File: config.mk
export PLATFORM = sky130hd
export DESIGN_NAME = obd2_pid_value_decoder_flat
export DESIGN_NICKNAME = d
export VERILOG_FILES = /design/src/rtl/obd2_pkg.sv /design/src/rtl/obd2_ifs.sv /design/src/rtl/obd2_decode.sv /design/src/rtl/obd2_scale.sv /design/src/rtl/obd2_pid_value_decoder.sv /design/src/flat_wrapper.sv
export VERILOG_INCLUDE_DIRS = /design/src /design/src/rtl
export SDC_FILE = /design/constraint.sdc
export NUM_CORES = 2
export LEC_CHECK = 0
export BUFFER_PORTS_ARGS = -buffer_cell sky130_fd_sc_hd__buf_2
export CAP_MARGIN = 15
export CELL_PAD_IN_SITES_DETAIL_PLACEMENT = 1
export CELL_PAD_IN_SITES_GLOBAL_PLACEMENT = 1
export CORE_AREA = 2 2 418 420
export CTS_CLUSTER_DIAMETER = 150
export DETAILED_ROUTE_END_ITERATION = 7
export DIE_AREA = 0 0 420 422
export GPL_ROUTABILITY_DRIVEN = 0
export PLACE_DENSITY_LB_ADDON = 0.1
export SLEW_MARGIN = 20
export SYNTH_ARGS = -nofsm -noshare
export SYNTH_HDL_FRONTEND = slang
export SYNTH_HIERARCHICAL = 1
export SYNTH_SLANG_ARGS = --single-unit
File: constraint.sdc
create_clock -name clk -period 34.8 [get_ports clk]
set_input_delay 5.22 -clock clk [delete_from_list [all_inputs] [get_ports clk]]
set_output_delay 5.22 -clock clk [all_outputs]
set_load 0.05 [all_outputs]
File: src/rtl/assert_macros.svh
// Assertion helpers shared by the RTL files.
// Every macro samples on the rising edge of clk and is disabled while rst_n is low.
`ifndef ASSERT_MACROS_SVH
`define ASSERT_MACROS_SVH

// Same-cycle implication: whenever ante holds, cons must hold as well.
`define ASSERT_IMPLIES(label, ante, cons, msg) \
    label: assert property (@(posedge clk) disable iff (!rst_n) (ante) |-> (cons)) \
        else $error(msg);

// Next-cycle implication: whenever ante holds, cons must hold in the next cycle.
`define ASSERT_NEXT(label, ante, cons, msg) \
    label: assert property (@(posedge clk) disable iff (!rst_n) (ante) |=> (cons)) \
        else $error(msg);

`endif

File: src/rtl/obd2_pkg.sv
package obd2_pkg;

    localparam int OUT_W      = 37;
    localparam int ST_W       = 3;
    localparam int MAG_W      = 23;
    localparam int FRAC_NUM_W = 30;
    localparam int CLS_W      = 4;

    localparam logic [7:0] SVC_MODE01      = 8'h41;
    localparam logic [7:0] SENSOR_UNUSED_B = 8'hFF;

    localparam logic [1:0] OPT_FIRST  = 2'd1;
    localparam logic [1:0] OPT_SECOND = 2'd2;

    localparam logic [ST_W-1:0] ST_OK            = 3'd0;
    localparam logic [ST_W-1:0] ST_NOT_MODE01    = 3'd1;
    localparam logic [ST_W-1:0] ST_UNSUPPORTED   = 3'd2;
    localparam logic [ST_W-1:0] ST_SENSOR_UNUSED = 3'd3;
    localparam logic [ST_W-1:0] ST_BAD_OPTION    = 3'd4;

    // Scaling classes, named after the divisor of the formula.
    localparam logic [CLS_W-1:0] CLS_NONE  = 4'd0;
    localparam logic [CLS_W-1:0] CLS_D1    = 4'd1;
    localparam logic [CLS_W-1:0] CLS_D4    = 4'd2;
    localparam logic [CLS_W-1:0] CLS_D128  = 4'd3;
    localparam logic [CLS_W-1:0] CLS_D256  = 4'd4;
    localparam logic [CLS_W-1:0] CLS_D64K  = 4'd5;
    localparam logic [CLS_W-1:0] CLS_D255  = 4'd6;
    localparam logic [CLS_W-1:0] CLS_D10   = 4'd7;
    localparam logic [CLS_W-1:0] CLS_D20   = 4'd8;
    localparam logic [CLS_W-1:0] CLS_D100  = 4'd9;
    localparam logic [CLS_W-1:0] CLS_D200  = 4'd10;
    localparam logic [CLS_W-1:0] CLS_D1000 = 4'd11;

    // Rounding offsets (d-1)/2 for the odd factor d of each divisor.
    localparam int HALF5   = 2;
    localparam int HALF25  = 12;
    localparam int HALF125 = 62;
    localparam int HALF255 = 127;

    // Exact reciprocals: floor(x / d) = (x * M) >> S for every x below 2^N.
    localparam int RCP5_N    = 18;
    localparam int RCP5_S    = 21;
    localparam int RCP5_MW   = 19;
    localparam logic [RCP5_MW-1:0] RCP5_M =
        RCP5_MW'(((64'd1 << RCP5_S) + 64'd4) / 64'd5);

    localparam int RCP25_N   = 21;
    localparam int RCP25_S   = 26;
    localparam int RCP25_MW  = 22;
    localparam logic [RCP25_MW-1:0] RCP25_M =
        RCP25_MW'(((64'd1 << RCP25_S) + 64'd24) / 64'd25);

    localparam int RCP125_N  = 30;
    localparam int RCP125_S  = 37;
    localparam int RCP125_MW = 31;
    localparam logic [RCP125_MW-1:0] RCP125_M =
        RCP125_MW'(((64'd1 << RCP125_S) + 64'd124) / 64'd125);

    localparam int RCP255_N  = 23;
    localparam int RCP255_S  = 31;
    localparam int RCP255_MW = 24;
    localparam logic [RCP255_MW-1:0] RCP255_M =
        RCP255_MW'(((64'd1 << RCP255_S) + 64'd254) / 64'd255);

    // Widest reciprocal quotient.
    localparam int QUOT_W = RCP125_N + RCP125_MW - RCP125_S;

    // Decoded request handed from the decoder to the scaling stage.
    typedef struct packed {
        logic [ST_W-1:0]       status;
        logic [CLS_W-1:0]      cls;
        logic                  neg;
        logic [MAG_W-1:0]      mag;
        logic [FRAC_NUM_W-1:0] frac_num;
    } obd2_term_t;

endpackage

File: src/rtl/obd2_ifs.sv
interface obd2_req_if;
    logic       valid;
    logic       ready;
    logic [7:0] service_byte;
    logic [7:0] pid;
    logic [7:0] data_a;
    logic [7:0] data_b;
    logic [7:0] data_c;
    logic [7:0] data_d;
    logic [1:0] option_select;

    modport source (
        output valid, service_byte, pid, data_a, data_b, data_c, data_d, option_select,
        input  ready
    );
    modport sink (
        input  valid, service_byte, pid, data_a, data_b, data_c, data_d, option_select,
        output ready
    );
endinterface

interface obd2_res_if;
    logic               valid;
    logic               ready;
    logic signed [36:0] value_fixed;
    logic [2:0]         status;

    modport source (
        output valid, value_fixed, status,
        input  ready
    );
    modport sink (
        input  valid, value_fixed, status,
        output ready
    );
endinterface

File: src/rtl/obd2_decode.sv
module obd2_decode import obd2_pkg::*; #(
    parameter int FRAC_BITS = 16
) (
    input  logic [7:0] service_byte,
    input  logic [7:0] pid,
    input  logic [7:0] data_a,
    input  logic [7:0] data_b,
    input  logic [7:0] data_c,
    input  logic [7:0] data_d,
    input  logic [1:0] option_select,
    output obd2_term_t term
);

    // Remainders of 2^(FRAC_BITS-k) modulo the odd factor of each divisor,
    // premultiplied by the formula's gain where the gain is a constant.
    localparam int R255X  = 100 * ((1 << FRAC_BITS) % 255);
    localparam int R10    = (1 << (FRAC_BITS - 1)) % 5;
    localparam int R20    = (1 << (FRAC_BITS - 2)) % 5;
    localparam int R100   = (1 << (FRAC_BITS - 2)) % 25;
    localparam int R200   = (1 << (FRAC_BITS - 3)) % 25;
    localparam int R1000X = 79 * ((1 << (FRAC_BITS - 3)) % 125);

    localparam int TEMP_OFFSET   = 40;
    localparam int TORQUE_OFFSET = 125;
    localparam int TRIM_OFFSET   = 12800;
    localparam int O2_OFFSET     = 32768;
    localparam int CAT_OFFSET    = 400;

    // Returns {sign, magnitude} of x - base.
    function automatic logic [MAG_W:0] offset_mag(input logic [MAG_W-1:0] x,
                                                  input logic [MAG_W-1:0] base);
        if (x < base) begin
            return {1'b1, base - x};
        end
        return {1'b0, x - base};
    endfunction

    logic [15:0]      ab;
    logic [15:0]      cd;
    logic [MAG_W-1:0] a100;
    logic [MAG_W-1:0] b100;
    logic [MAG_W:0]   a_m40;
    logic [MAG_W:0]   a_m125;
    logic [MAG_W:0]   a_trim;
    logic [MAG_W:0]   b_trim;
    logic [MAG_W:0]   cd_o2;
    logic [MAG_W:0]   ab_cat;

    assign ab     = {data_a, data_b};
    assign cd     = {data_c, data_d};
    assign a100   = MAG_W'(data_a) * MAG_W'(100);
    assign b100   = MAG_W'(data_b) * MAG_W'(100);
    assign a_m40  = offset_mag(MAG_W'(data_a), MAG_W'(TEMP_OFFSET));
    assign a_m125 = offset_mag(MAG_W'(data_a), MAG_W'(TORQUE_OFFSET));
    assign a_trim = offset_mag(a100, MAG_W'(TRIM_OFFSET));
    assign b_trim = offset_mag(b100, MAG_W'(TRIM_OFFSET));
    assign cd_o2  = offset_mag(MAG_W'(cd), MAG_W'(O2_OFFSET));
    assign ab_cat = offset_mag(MAG_W'(ab), MAG_W'(CAT_OFFSET));

    always_comb
    begin
        term = '{status: ST_OK, cls: CLS_NONE, neg: 1'b0, mag: '0, frac_num: '0};
        if (service_byte != SVC_MODE01)
        begin
            term.status = ST_NOT_MODE01;
        end
        else if (pid inside {8'h04, 8'h11, 8'h2C, 8'h2E, 8'h2F, 8'h45, 8'h52, 8'h5A, 8'h5B})
        begin
            term.cls      = CLS_D255;
            term.mag      = a100;
            term.frac_num = FRAC_NUM_W'(data_a) * FRAC_NUM_W'(R255X) + FRAC_NUM_W'(HALF255);
        end
        else if (pid inside {8'h1F, 8'h21, 8'h31, 8'h4D, 8'h4E, 8'h63})
        begin
            term.cls = CLS_D1;
            term.mag = MAG_W'(ab);
        end
        else if (pid inside {8'h05, 8'h0F, 8'h46, 8'h5C})
        begin
            term.cls              = CLS_D1;
            {term.neg, term.mag}  = a_m40;
        end
        else if (pid inside {8'h0B, 8'h0D, 8'h30, 8'h33})
        begin
            term.cls = CLS_D1;
            term.mag = MAG_W'(data_a);
        end
        else if (pid inside {[8'h06:8'h09], 8'h2D})
        begin
            term.cls             = CLS_D128;
            {term.neg, term.mag} = a_trim;
        end
        else if (pid == 8'h0A)
        begin
            term.cls = CLS_D1;
            term.mag = MAG_W'(data_a) * MAG_W'(3);
        end
        else if (pid == 8'h0C)
        begin
            term.cls = CLS_D4;
            term.mag = MAG_W'(ab);
        end
        else if (pid == 8'h5E)
        begin
            term.cls      = CLS_D20;
            term.mag      = MAG_W'(ab);
            term.frac_num = FRAC_NUM_W'(ab) * FRAC_NUM_W'(R20) + FRAC_NUM_W'(HALF5);
        end
        else if (pid inside {[8'h14:8'h1B]})
        begin
            case (option_select)
                OPT_FIRST:
                begin
                    term.cls      = CLS_D200;
                    term.mag      = MAG_W'(data_a);
                    term.frac_num = FRAC_NUM_W'(data_a) * FRAC_NUM_W'(R200)
                                    + FRAC_NUM_W'(HALF25);
                end
                OPT_SECOND:
                begin
                    if (data_b == SENSOR_UNUSED_B)
                    begin
                        term.status = ST_SENSOR_UNUSED;
                    end
                    else
                    begin
                        term.cls             = CLS_D128;
                        {term.neg, term.mag} = b_trim;
                    end
                end
                default:
                begin
                    term.status = ST_BAD_OPTION;
                end
            endcase
        end
        else if (pid inside {[8'h24:8'h2B]})
        begin
            case (option_select)
                OPT_FIRST:
                begin
                    term.cls = CLS_D64K;
                    term.mag = MAG_W'({ab, 1'b0});
                end
                OPT_SECOND:
                begin
                    term.cls = CLS_D64K;
                    term.mag = MAG_W'({cd, 3'b000});
                end
                default:
                begin
                    term.status = ST_BAD_OPTION;
                end
            endcase
        end
        else if (pid inside {[8'h34:8'h3B]})
        begin
            case (option_select)
                OPT_FIRST:
                begin
                    term.cls = CLS_D64K;
                    term.mag = MAG_W'({ab, 1'b0});
                end
                OPT_SECOND:
                begin
                    term.cls             = CLS_D256;
                    {term.neg, term.mag} = cd_o2;
                end
                default:
                begin
                    term.status = ST_BAD_OPTION;
                end
            endcase
        end
        else if (pid inside {[8'h3C:8'h3F]})
        begin
            term.cls             = CLS_D10;
            {term.neg, term.mag} = ab_cat;
            term.frac_num        = FRAC_NUM_W'(ab_cat[MAG_W-1:0]) * FRAC_NUM_W'(R10)
                                   + FRAC_NUM_W'(HALF5);
        end
        else if (pid == 8'h10)
        begin
            term.cls      = CLS_D100;
            term.mag      = MAG_W'(ab);
            term.frac_num = FRAC_NUM_W'(ab) * FRAC_NUM_W'(R100) + FRAC_NUM_W'(HALF25);
        end
        else if (pid inside {8'h61, 8'h62})
        begin
            term.cls             = CLS_D1;
            {term.neg, term.mag} = a_m125;
        end
        else if (pid == 8'h22)
        begin
            term.cls      = CLS_D1000;
            term.mag      = MAG_W'(ab) * MAG_W'(79);
            term.frac_num = FRAC_NUM_W'(ab) * FRAC_NUM_W'(R1000X) + FRAC_NUM_W'(HALF125);
        end
        else if (pid == 8'h23)
        begin
            term.cls = CLS_D1;
            term.mag = MAG_W'(ab) * MAG_W'(10);
        end
        else if (pid == 8'h44)
        begin
            term.cls = CLS_D64K;
            term.mag = MAG_W'({ab, 1'b0});
        end
        else
        begin
            term.status = ST_UNSUPPORTED;
        end
    end

endmodule

File: src/rtl/obd2_scale.sv
module obd2_scale import obd2_pkg::*; #(
    parameter int FRAC_BITS = 16
) (
    input  obd2_term_t                term,
    output logic signed [OUT_W-1:0]   value_fixed,
    output logic [ST_W-1:0]           status
);

    // Integer parts floor(2^(FRAC_BITS-k) / d) of the odd-divisor classes.
    localparam int KW     = FRAC_BITS - 2;
    localparam int MAIN_W = MAG_W + KW;
    localparam int QW     = (FRAC_BITS + 24 > OUT_W + 1) ? FRAC_BITS + 24 : OUT_W + 1;
    localparam int K255   = (1 << FRAC_BITS) / 255;
    localparam int K10    = (1 << (FRAC_BITS - 1)) / 5;
    localparam int K20    = (1 << (FRAC_BITS - 2)) / 5;
    localparam int K100   = (1 << (FRAC_BITS - 2)) / 25;
    localparam int K200   = (1 << (FRAC_BITS - 3)) / 25;
    localparam int K1000  = (1 << (FRAC_BITS - 3)) / 125;

    localparam logic [QW-1:0] LIM_NEG = QW'(1) << (OUT_W - 1);
    localparam logic [QW-1:0] LIM_POS = LIM_NEG - QW'(1);

    logic [RCP5_N+RCP5_MW-1:0]     p5;
    logic [RCP25_N+RCP25_MW-1:0]   p25;
    logic [RCP125_N+RCP125_MW-1:0] p125;
    logic [RCP255_N+RCP255_MW-1:0] p255;
    logic [KW-1:0]                 k_sel;
    logic [QUOT_W-1:0]             quot_sel;
    logic [MAIN_W-1:0]             main_term;
    logic [QW-1:0]                 scaled;
    logic [QW-1:0]                 q_mag;
    logic [QW-1:0]                 q_sat;

    assign p5   = term.frac_num[RCP5_N-1:0] * RCP5_M;
    assign p25  = term.frac_num[RCP25_N-1:0] * RCP25_M;
    assign p125 = term.frac_num[RCP125_N-1:0] * RCP125_M;
    assign p255 = term.frac_num[RCP255_N-1:0] * RCP255_M;

    always_comb
    begin
        case (term.cls)
            CLS_D10:
            begin
                k_sel    = KW'(K10);
                quot_sel = QUOT_W'(p5[RCP5_N+RCP5_MW-1:RCP5_S]);
            end
            CLS_D20:
            begin
                k_sel    = KW'(K20);
                quot_sel = QUOT_W'(p5[RCP5_N+RCP5_MW-1:RCP5_S]);
            end
            CLS_D100:
            begin
                k_sel    = KW'(K100);
                quot_sel = QUOT_W'(p25[RCP25_N+RCP25_MW-1:RCP25_S]);
            end
            CLS_D200:
            begin
                k_sel    = KW'(K200);
                quot_sel = QUOT_W'(p25[RCP25_N+RCP25_MW-1:RCP25_S]);
            end
            CLS_D1000:
            begin
                k_sel    = KW'(K1000);
                quot_sel = QUOT_W'(p125[RCP125_N+RCP125_MW-1:RCP125_S]);
            end
            CLS_D255:
            begin
                k_sel    = KW'(K255);
                quot_sel = QUOT_W'(p255[RCP255_N+RCP255_MW-1:RCP255_S]);
            end
            default:
            begin
                k_sel    = '0;
                quot_sel = '0;
            end
        endcase
    end

    assign main_term = MAIN_W'(term.mag) * MAIN_W'(k_sel);
    assign scaled    = QW'(term.mag) << FRAC_BITS;

    // Power-of-two divisors round by adding half an output step before the shift.
    always_comb
    begin
        case (term.cls)
            CLS_D1:    q_mag = scaled;
            CLS_D4:    q_mag = (scaled + QW'(2)) >> 2;
            CLS_D128:  q_mag = (scaled + QW'(64)) >> 7;
            CLS_D256:  q_mag = (scaled + QW'(128)) >> 8;
            CLS_D64K:  q_mag = (scaled + QW'(32768)) >> 16;
            CLS_D10, CLS_D20, CLS_D100, CLS_D200, CLS_D1000, CLS_D255:
                       q_mag = QW'(main_term) + QW'(quot_sel);
            default:   q_mag = '0;
        endcase
    end

    always_comb
    begin
        if (term.neg)
        begin
            q_sat = (q_mag > LIM_NEG) ? LIM_NEG : q_mag;
        end
        else
        begin
            q_sat = (q_mag > LIM_POS) ? LIM_POS : q_mag;
        end

        if (term.status != ST_OK)
        begin
            value_fixed = '0;
        end
        else if (term.neg)
        begin
            value_fixed = -$signed(q_sat[OUT_W-1:0]);
        end
        else
        begin
            value_fixed = $signed(q_sat[OUT_W-1:0]);
        end
    end

    assign status = term.status;

endmodule

File: src/rtl/obd2_pid_value_decoder.sv
// A request accepted into stage one moves into stage two, the output register, once stage
// two can take it. Throughput: one request per cycle without backpressure; each stage
// refills at the edge at which it empties.
// Under backpressure the two stages hold up to two requests before the input stalls.
// Reset (rst_n low, asynchronous) empties both stages; data registers are not reset.
`include "assert_macros.svh"

module obd2_pid_value_decoder import obd2_pkg::*; #(
    parameter int FRAC_BITS = 16
) (
    input  logic       clk,
    input  logic       rst_n,
    obd2_req_if.sink   req,
    obd2_res_if.source res
);

    // Stage one holds the decoded request: status, scaling class, sign,
    // magnitude of the numerator and the remainder term for odd divisors.
    // Stage two holds the finished fixed-point value and is the output register.

    obd2_term_t              term_next;
    obd2_term_t              s1_term_reg;
    logic                    s1_valid_reg;
    logic                    s1_valid_next;
    logic                    s1_ready;
    logic                    s2_valid_reg;
    logic                    s2_valid_next;
    logic                    s2_ready;
    logic signed [OUT_W-1:0] value_next;
    logic signed [OUT_W-1:0] value_reg;
    logic [ST_W-1:0]         status_next;
    logic [ST_W-1:0]         status_reg;

    // The decoder picks the formula from the PID, checks the service byte and
    // the sub-value selector, and forms the numerator with constant gains only.
    obd2_decode #(
        .FRAC_BITS (FRAC_BITS)
    ) u_decode (
        .service_byte  (req.service_byte),
        .pid           (req.pid),
        .data_a        (req.data_a),
        .data_b        (req.data_b),
        .data_c        (req.data_c),
        .data_d        (req.data_d),
        .option_select (req.option_select),
        .term          (term_next)
    );

    // The scaling stage divides by the formula's constant with shifts or exact
    // reciprocals, rounds to nearest with ties away from zero and saturates.
    obd2_scale #(
        .FRAC_BITS (FRAC_BITS)
    ) u_scale (
        .term        (s1_term_reg),
        .value_fixed (value_next),
        .status      (status_next)
    );

    // A stage can take a new request when it is empty or its content moves on
    // in the same cycle, so stage one still takes a request while a result
    // waits, as long as stage one itself is empty.
    assign s2_ready  = !s2_valid_reg || res.ready;
    assign s1_ready  = !s1_valid_reg || s2_ready;
    assign req.ready = s1_ready;

    always_comb
    begin
        s1_valid_next = s1_ready ? req.valid : s1_valid_reg;
        s2_valid_next = s2_ready ? s1_valid_reg : s2_valid_reg;
    end

    always_ff @(posedge clk or negedge rst_n)
    begin
        if (!rst_n)
        begin
            s1_valid_reg <= 1'b0;
            s2_valid_reg <= 1'b0;
        end
        else
        begin
            s1_valid_reg <= s1_valid_next;
            s2_valid_reg <= s2_valid_next;
        end
    end

    always_ff @(posedge clk)
    begin
        if (req.valid && s1_ready)
        begin
            s1_term_reg <= term_next;
        end
        if (s1_valid_reg && s2_ready)
        begin
            value_reg  <= value_next;
            status_reg <= status_next;
        end
    end

    assign res.valid       = s2_valid_reg;
    assign res.value_fixed = value_reg;
    assign res.status      = status_reg;

    `ASSERT_IMPLIES(a_err_value_zero, res.valid && (res.status != ST_OK), res.value_fixed == '0, "error result carries a nonzero value")
    `ASSERT_IMPLIES(a_status_range, res.valid, res.status <= ST_BAD_OPTION, "result status code out of range")
    `ASSERT_NEXT(a_req_held, req.valid && req.ready, s1_valid_reg, "accepted request missing from stage one")
    `ASSERT_NEXT(a_mode_flagged, req.valid && req.ready && (req.service_byte != SVC_MODE01), s1_term_reg.status == ST_NOT_MODE01, "foreign service byte not flagged")
    `ASSERT_NEXT(a_status_moves, s1_valid_reg && s2_ready, res.valid && (res.status == $past(s1_term_reg.status)), "status changed between stages")

endmodule

File: src/flat_wrapper.sv
// flat-port wrapper written by rule: the top's interface ports become plain ports
module obd2_pid_value_decoder_flat import obd2_pkg::*;
#(
    parameter int FRAC_BITS = 16
)
  (clk, rst_n, req_valid, req_service_byte, req_pid, req_data_a, req_data_b, req_data_c, req_data_d, req_option_select, req_ready, res_valid, res_value_fixed, res_status, res_ready);
  obd2_req_if req_i ();
  obd2_res_if res_i ();
  input  logic clk;
  input  logic rst_n;
  input wire logic [$bits(req_i.valid)-1:0] req_valid;
  input wire logic [$bits(req_i.service_byte)-1:0] req_service_byte;
  input wire logic [$bits(req_i.pid)-1:0] req_pid;
  input wire logic [$bits(req_i.data_a)-1:0] req_data_a;
  input wire logic [$bits(req_i.data_b)-1:0] req_data_b;
  input wire logic [$bits(req_i.data_c)-1:0] req_data_c;
  input wire logic [$bits(req_i.data_d)-1:0] req_data_d;
  input wire logic [$bits(req_i.option_select)-1:0] req_option_select;
  output wire logic [$bits(req_i.ready)-1:0] req_ready;
  output wire logic [$bits(res_i.valid)-1:0] res_valid;
  output wire logic [$bits(res_i.value_fixed)-1:0] res_value_fixed;
  output wire logic [$bits(res_i.status)-1:0] res_status;
  input wire logic [$bits(res_i.ready)-1:0] res_ready;
  assign req_i.valid = req_valid;
  assign req_i.service_byte = req_service_byte;
  assign req_i.pid = req_pid;
  assign req_i.data_a = req_data_a;
  assign req_i.data_b = req_data_b;
  assign req_i.data_c = req_data_c;
  assign req_i.data_d = req_data_d;
  assign req_i.option_select = req_option_select;
  assign req_ready = req_i.ready;
  assign res_valid = res_i.valid;
  assign res_value_fixed = res_i.value_fixed;
  assign res_status = res_i.status;
  assign res_i.ready = res_ready;
  obd2_pid_value_decoder #(.FRAC_BITS(FRAC_BITS)) u_core (.clk(clk), .rst_n(rst_n), .req(req_i), .res(res_i));
endmodule
==> results by group <==
Run status
  • Status: completed

Die
  • Die height: 422 um
  • Ports: 96
  • Die W: 420 um
  • Num rows: 153
  • Starting Density: 0.348
  • Area of the core: 173,000 um2
  • Full die area: 177,000 um2

STA
  • Final max-slew violation count: 0
  • RSZ-0062 raised after global routing: false
  • Slew HR: 0.136
  • Worst-margin pin slew: 1260 ps
  • Crit share post-route: 0.437
  • Tmin final: 15,220 ps
  • Setup Viol. Count Final: 0
  • Fin Setup TNS: 0 ps
  • Fmax achieved: 65.7 MHz
  • Final Hold Slack: 498 ps
  • Setup Skew: 20.8 ps
  • Slack of the critical path: 19,580 ps
  • Final Hold Viols: 0

GRT
  • Initial antenna violation count: 9
  • GRT overflow: 0
  • Largest net degree at the start of global routing: 74
  • Vias in the first global route: 53,900
  • Global-route usage over all layers: 0.274
  • Global-route wire length before repair: 362,000 um

Placement
  • Setup WS pre-CTS: 19,880 ps
  • DPL Wire Length: 201,000 um
  • Port bufs: 95

Clock network
  • Clk sink count: 103
  • PostCTS Resize Cnt: 0
  • Reg clk slew, reported paths: 90 ps
  • Clock tree from TritonCTS: done
  • CTS Buf Count: 9
  • Root buffer cell: clkbuf_16
  • CTS Hold Bufs: 0
  • H-tree levels: 3
  • Worst-Skew Late Latency: 410 ps
  • CTS max path bufs: 2
  • Postcts setup bufs: 0

Pwr
  • Pleak: 33.2 nW
  • Total power: 4.61 mW
  • Pwr dens: 71.9 nW/um2
  • Largest vdd supply drop: 0.101 mV

Worst setup path
  • Cells on worst reg2reg path: 51
  • CP Data Required Time: 34,970 ps
  • Most frequent CP cell: inv_1
  • CP peak stage delay: 780 ps
  • Worst-path fanout max: 16
  • Setup crit start kind: flip-flop
  • Slowest CP cell: xnor2_1
  • Crit path capture type: flip-flop
  • CP Class: reg2reg
  • Arrival time at the worst endpoint: 15,390 ps

Yosys
  • Yosys warnings: 6
  • Instance count of the mapped netlist: 6,648
  • Post-Syn Area: 60,200 um2
  • Sequential element share of the synthesized area: 0.0512
  • Syn_nets: 8,833
  • EDFF count, synth: 101
  • Post-synthesis average cell area: 9.06 um2
  • Post-synth ARST share: 0.0194
  • Yosys reg bits: 103
  • Most used flip-flop cell after synthesis: edfxtp_1
  • Netlist cell types: 114

Final layout
  • Area Overhead vs Synth: 6.33%
  • Fillcell total: 20,200
  • Leading cell type in the layout, fill and taps excluded: inv_1
  • Area occupied by multi-input gates: 51,400 um2
  • Fin nets: 8,845
  • Max reg flops: 61
  • Most frequent cells in the layout: inv_1 (1,345), ha_1 (1,251), fa_1 (880), a21oi_1 (303), nor2_1 (289)
  • Sequential Area: 3080 um2
  • Share of layout cells above drive strength 1: 0.0543

Drt
  • DRC: 0
  • Post-route ant nets: 0
  • DRT iter0 DRCs: 3,513
  • Vias/cell: 5.50
  • Vias post-DR: 49,500
  • Routed len/inst: 26.7 um
  • First-pass iteration count of the detailed router: 6
  • Total wire length: 240,000 um

Job
  • Max-Cap Viols: 0

Worst hold path
  • Worst min path class: reg2reg
  • Hold path depth: 0
critical path, delay by kind of cell (launching register included):
family	cells	cell delay, ps
xor+xnor	1	780
simple gates	8	1810
buf+inv	10	1120
flops	1	340
fa+ha+maj	13	5130
compound gates	19	5740
cells in the mapped netlist, types with 23 or more instances:
cell type,number,share of area
a211oi_1,61,0.0076
clkbuf_1,164,0.010
nor2_1,290,0.018
nand3_1,94,0.0078
o211ai_1,37,0.0046
inv_1,1345,0.084
nand2_1,267,0.017
a31oi_1,58,0.0060
a21oi_1,304,0.025
nor3_1,84,0.0070
o21ai_0,214,0.018
o21a_1,35,0.0044
ha_1,1251,0.26
a221oi_1,47,0.0068
o22ai_1,29,0.0030
nor2b_1,94,0.0098
edfxtp_1,101,0.050
and2_1,119,0.012
a21o_1,109,0.014
nand4_1,40,0.0042
o21bai_1,23,0.0029
and3_1,100,0.010
or3_1,24,0.0025
a22oi_1,50,0.0062
xor2_1,97,0.014
xnor2_1,138,0.020
fa_1,880,0.29
nand2b_1,58,0.0060
or2_2,49,0.0051
mux2i_1,29,0.0048
power by group:
group / total [mW] / internal, mW / switching [mW]
logic: 4.34 / 1.65 / 2.69
clock network: 0.117 / 0.0580 / 0.0590
registers: 0.151 / 0.143 / 0.00724
cell families after synthesis:
group | Yosys count | synth area share
muxes | 47 | 0.00818
DFF | 103 | 0.0512
and+or+nand+nor | 1315 | 0.114
AOI/OAI and AO/OA | 1264 | 0.142
buffers and inverters | 1552 | 0.0977
adders and majority gates | 2131 | 0.552
xor gates and xnor gates | 236 | 0.0344
final cells by class:
class                   instances  area share
diodes                          3    0.000117
repair buffers                205      0.0204
inverters                    1348      0.0790
well taps                    2325      0.0454
multi-input cells            4993       0.802
clock buffers                   9     0.00352
flip-flops and latches        103      0.0481
clock inverters                 7     0.00156
metal layers:
metal	vias up	share of wire	GRT usage
li1	22500	-	-
met1	25500	0.45	0.377
met2	1207	0.47	0.454
met3	292	0.043	0.0215
met4	2	0.038	0.0907
met5	-	0.000050	0
through the flow:
step           std cells  utilization  cell area (um2)
6_report            8993        0.371            64100
5_1_grt             8991        0.371            64000
3_3_place_gp        8973        0.368            63700
4_1_cts             8990        0.370            64000
2_1_floorplan       6648            -            60200
3_5_place_dp        8974        0.369            63700
final timing paths:
| kind | end | slack [ps] | startpoint |
|---|---|---|---|
| setup / recovery | u_core/res.value_fixed[36] | 19580 | u_core/s1_term_reg[7] |
| hold / removal | u_core/res.status[1] | 500 | u_core/s1_term_reg[59] |
| setup reg to reg | u_core/res.value_fixed[36] | 19580 | u_core/s1_term_reg[7] |
| hold reg to reg | u_core/res.status[1] | 500 | u_core/s1_term_reg[59] |
| max in group asynchronous | u_core/res.valid | 30110 | rst_n |
| min in group asynchronous | u_core/s1_valid_reg | 4590 | rst_n |
Power figures use the tool's default switching activity.
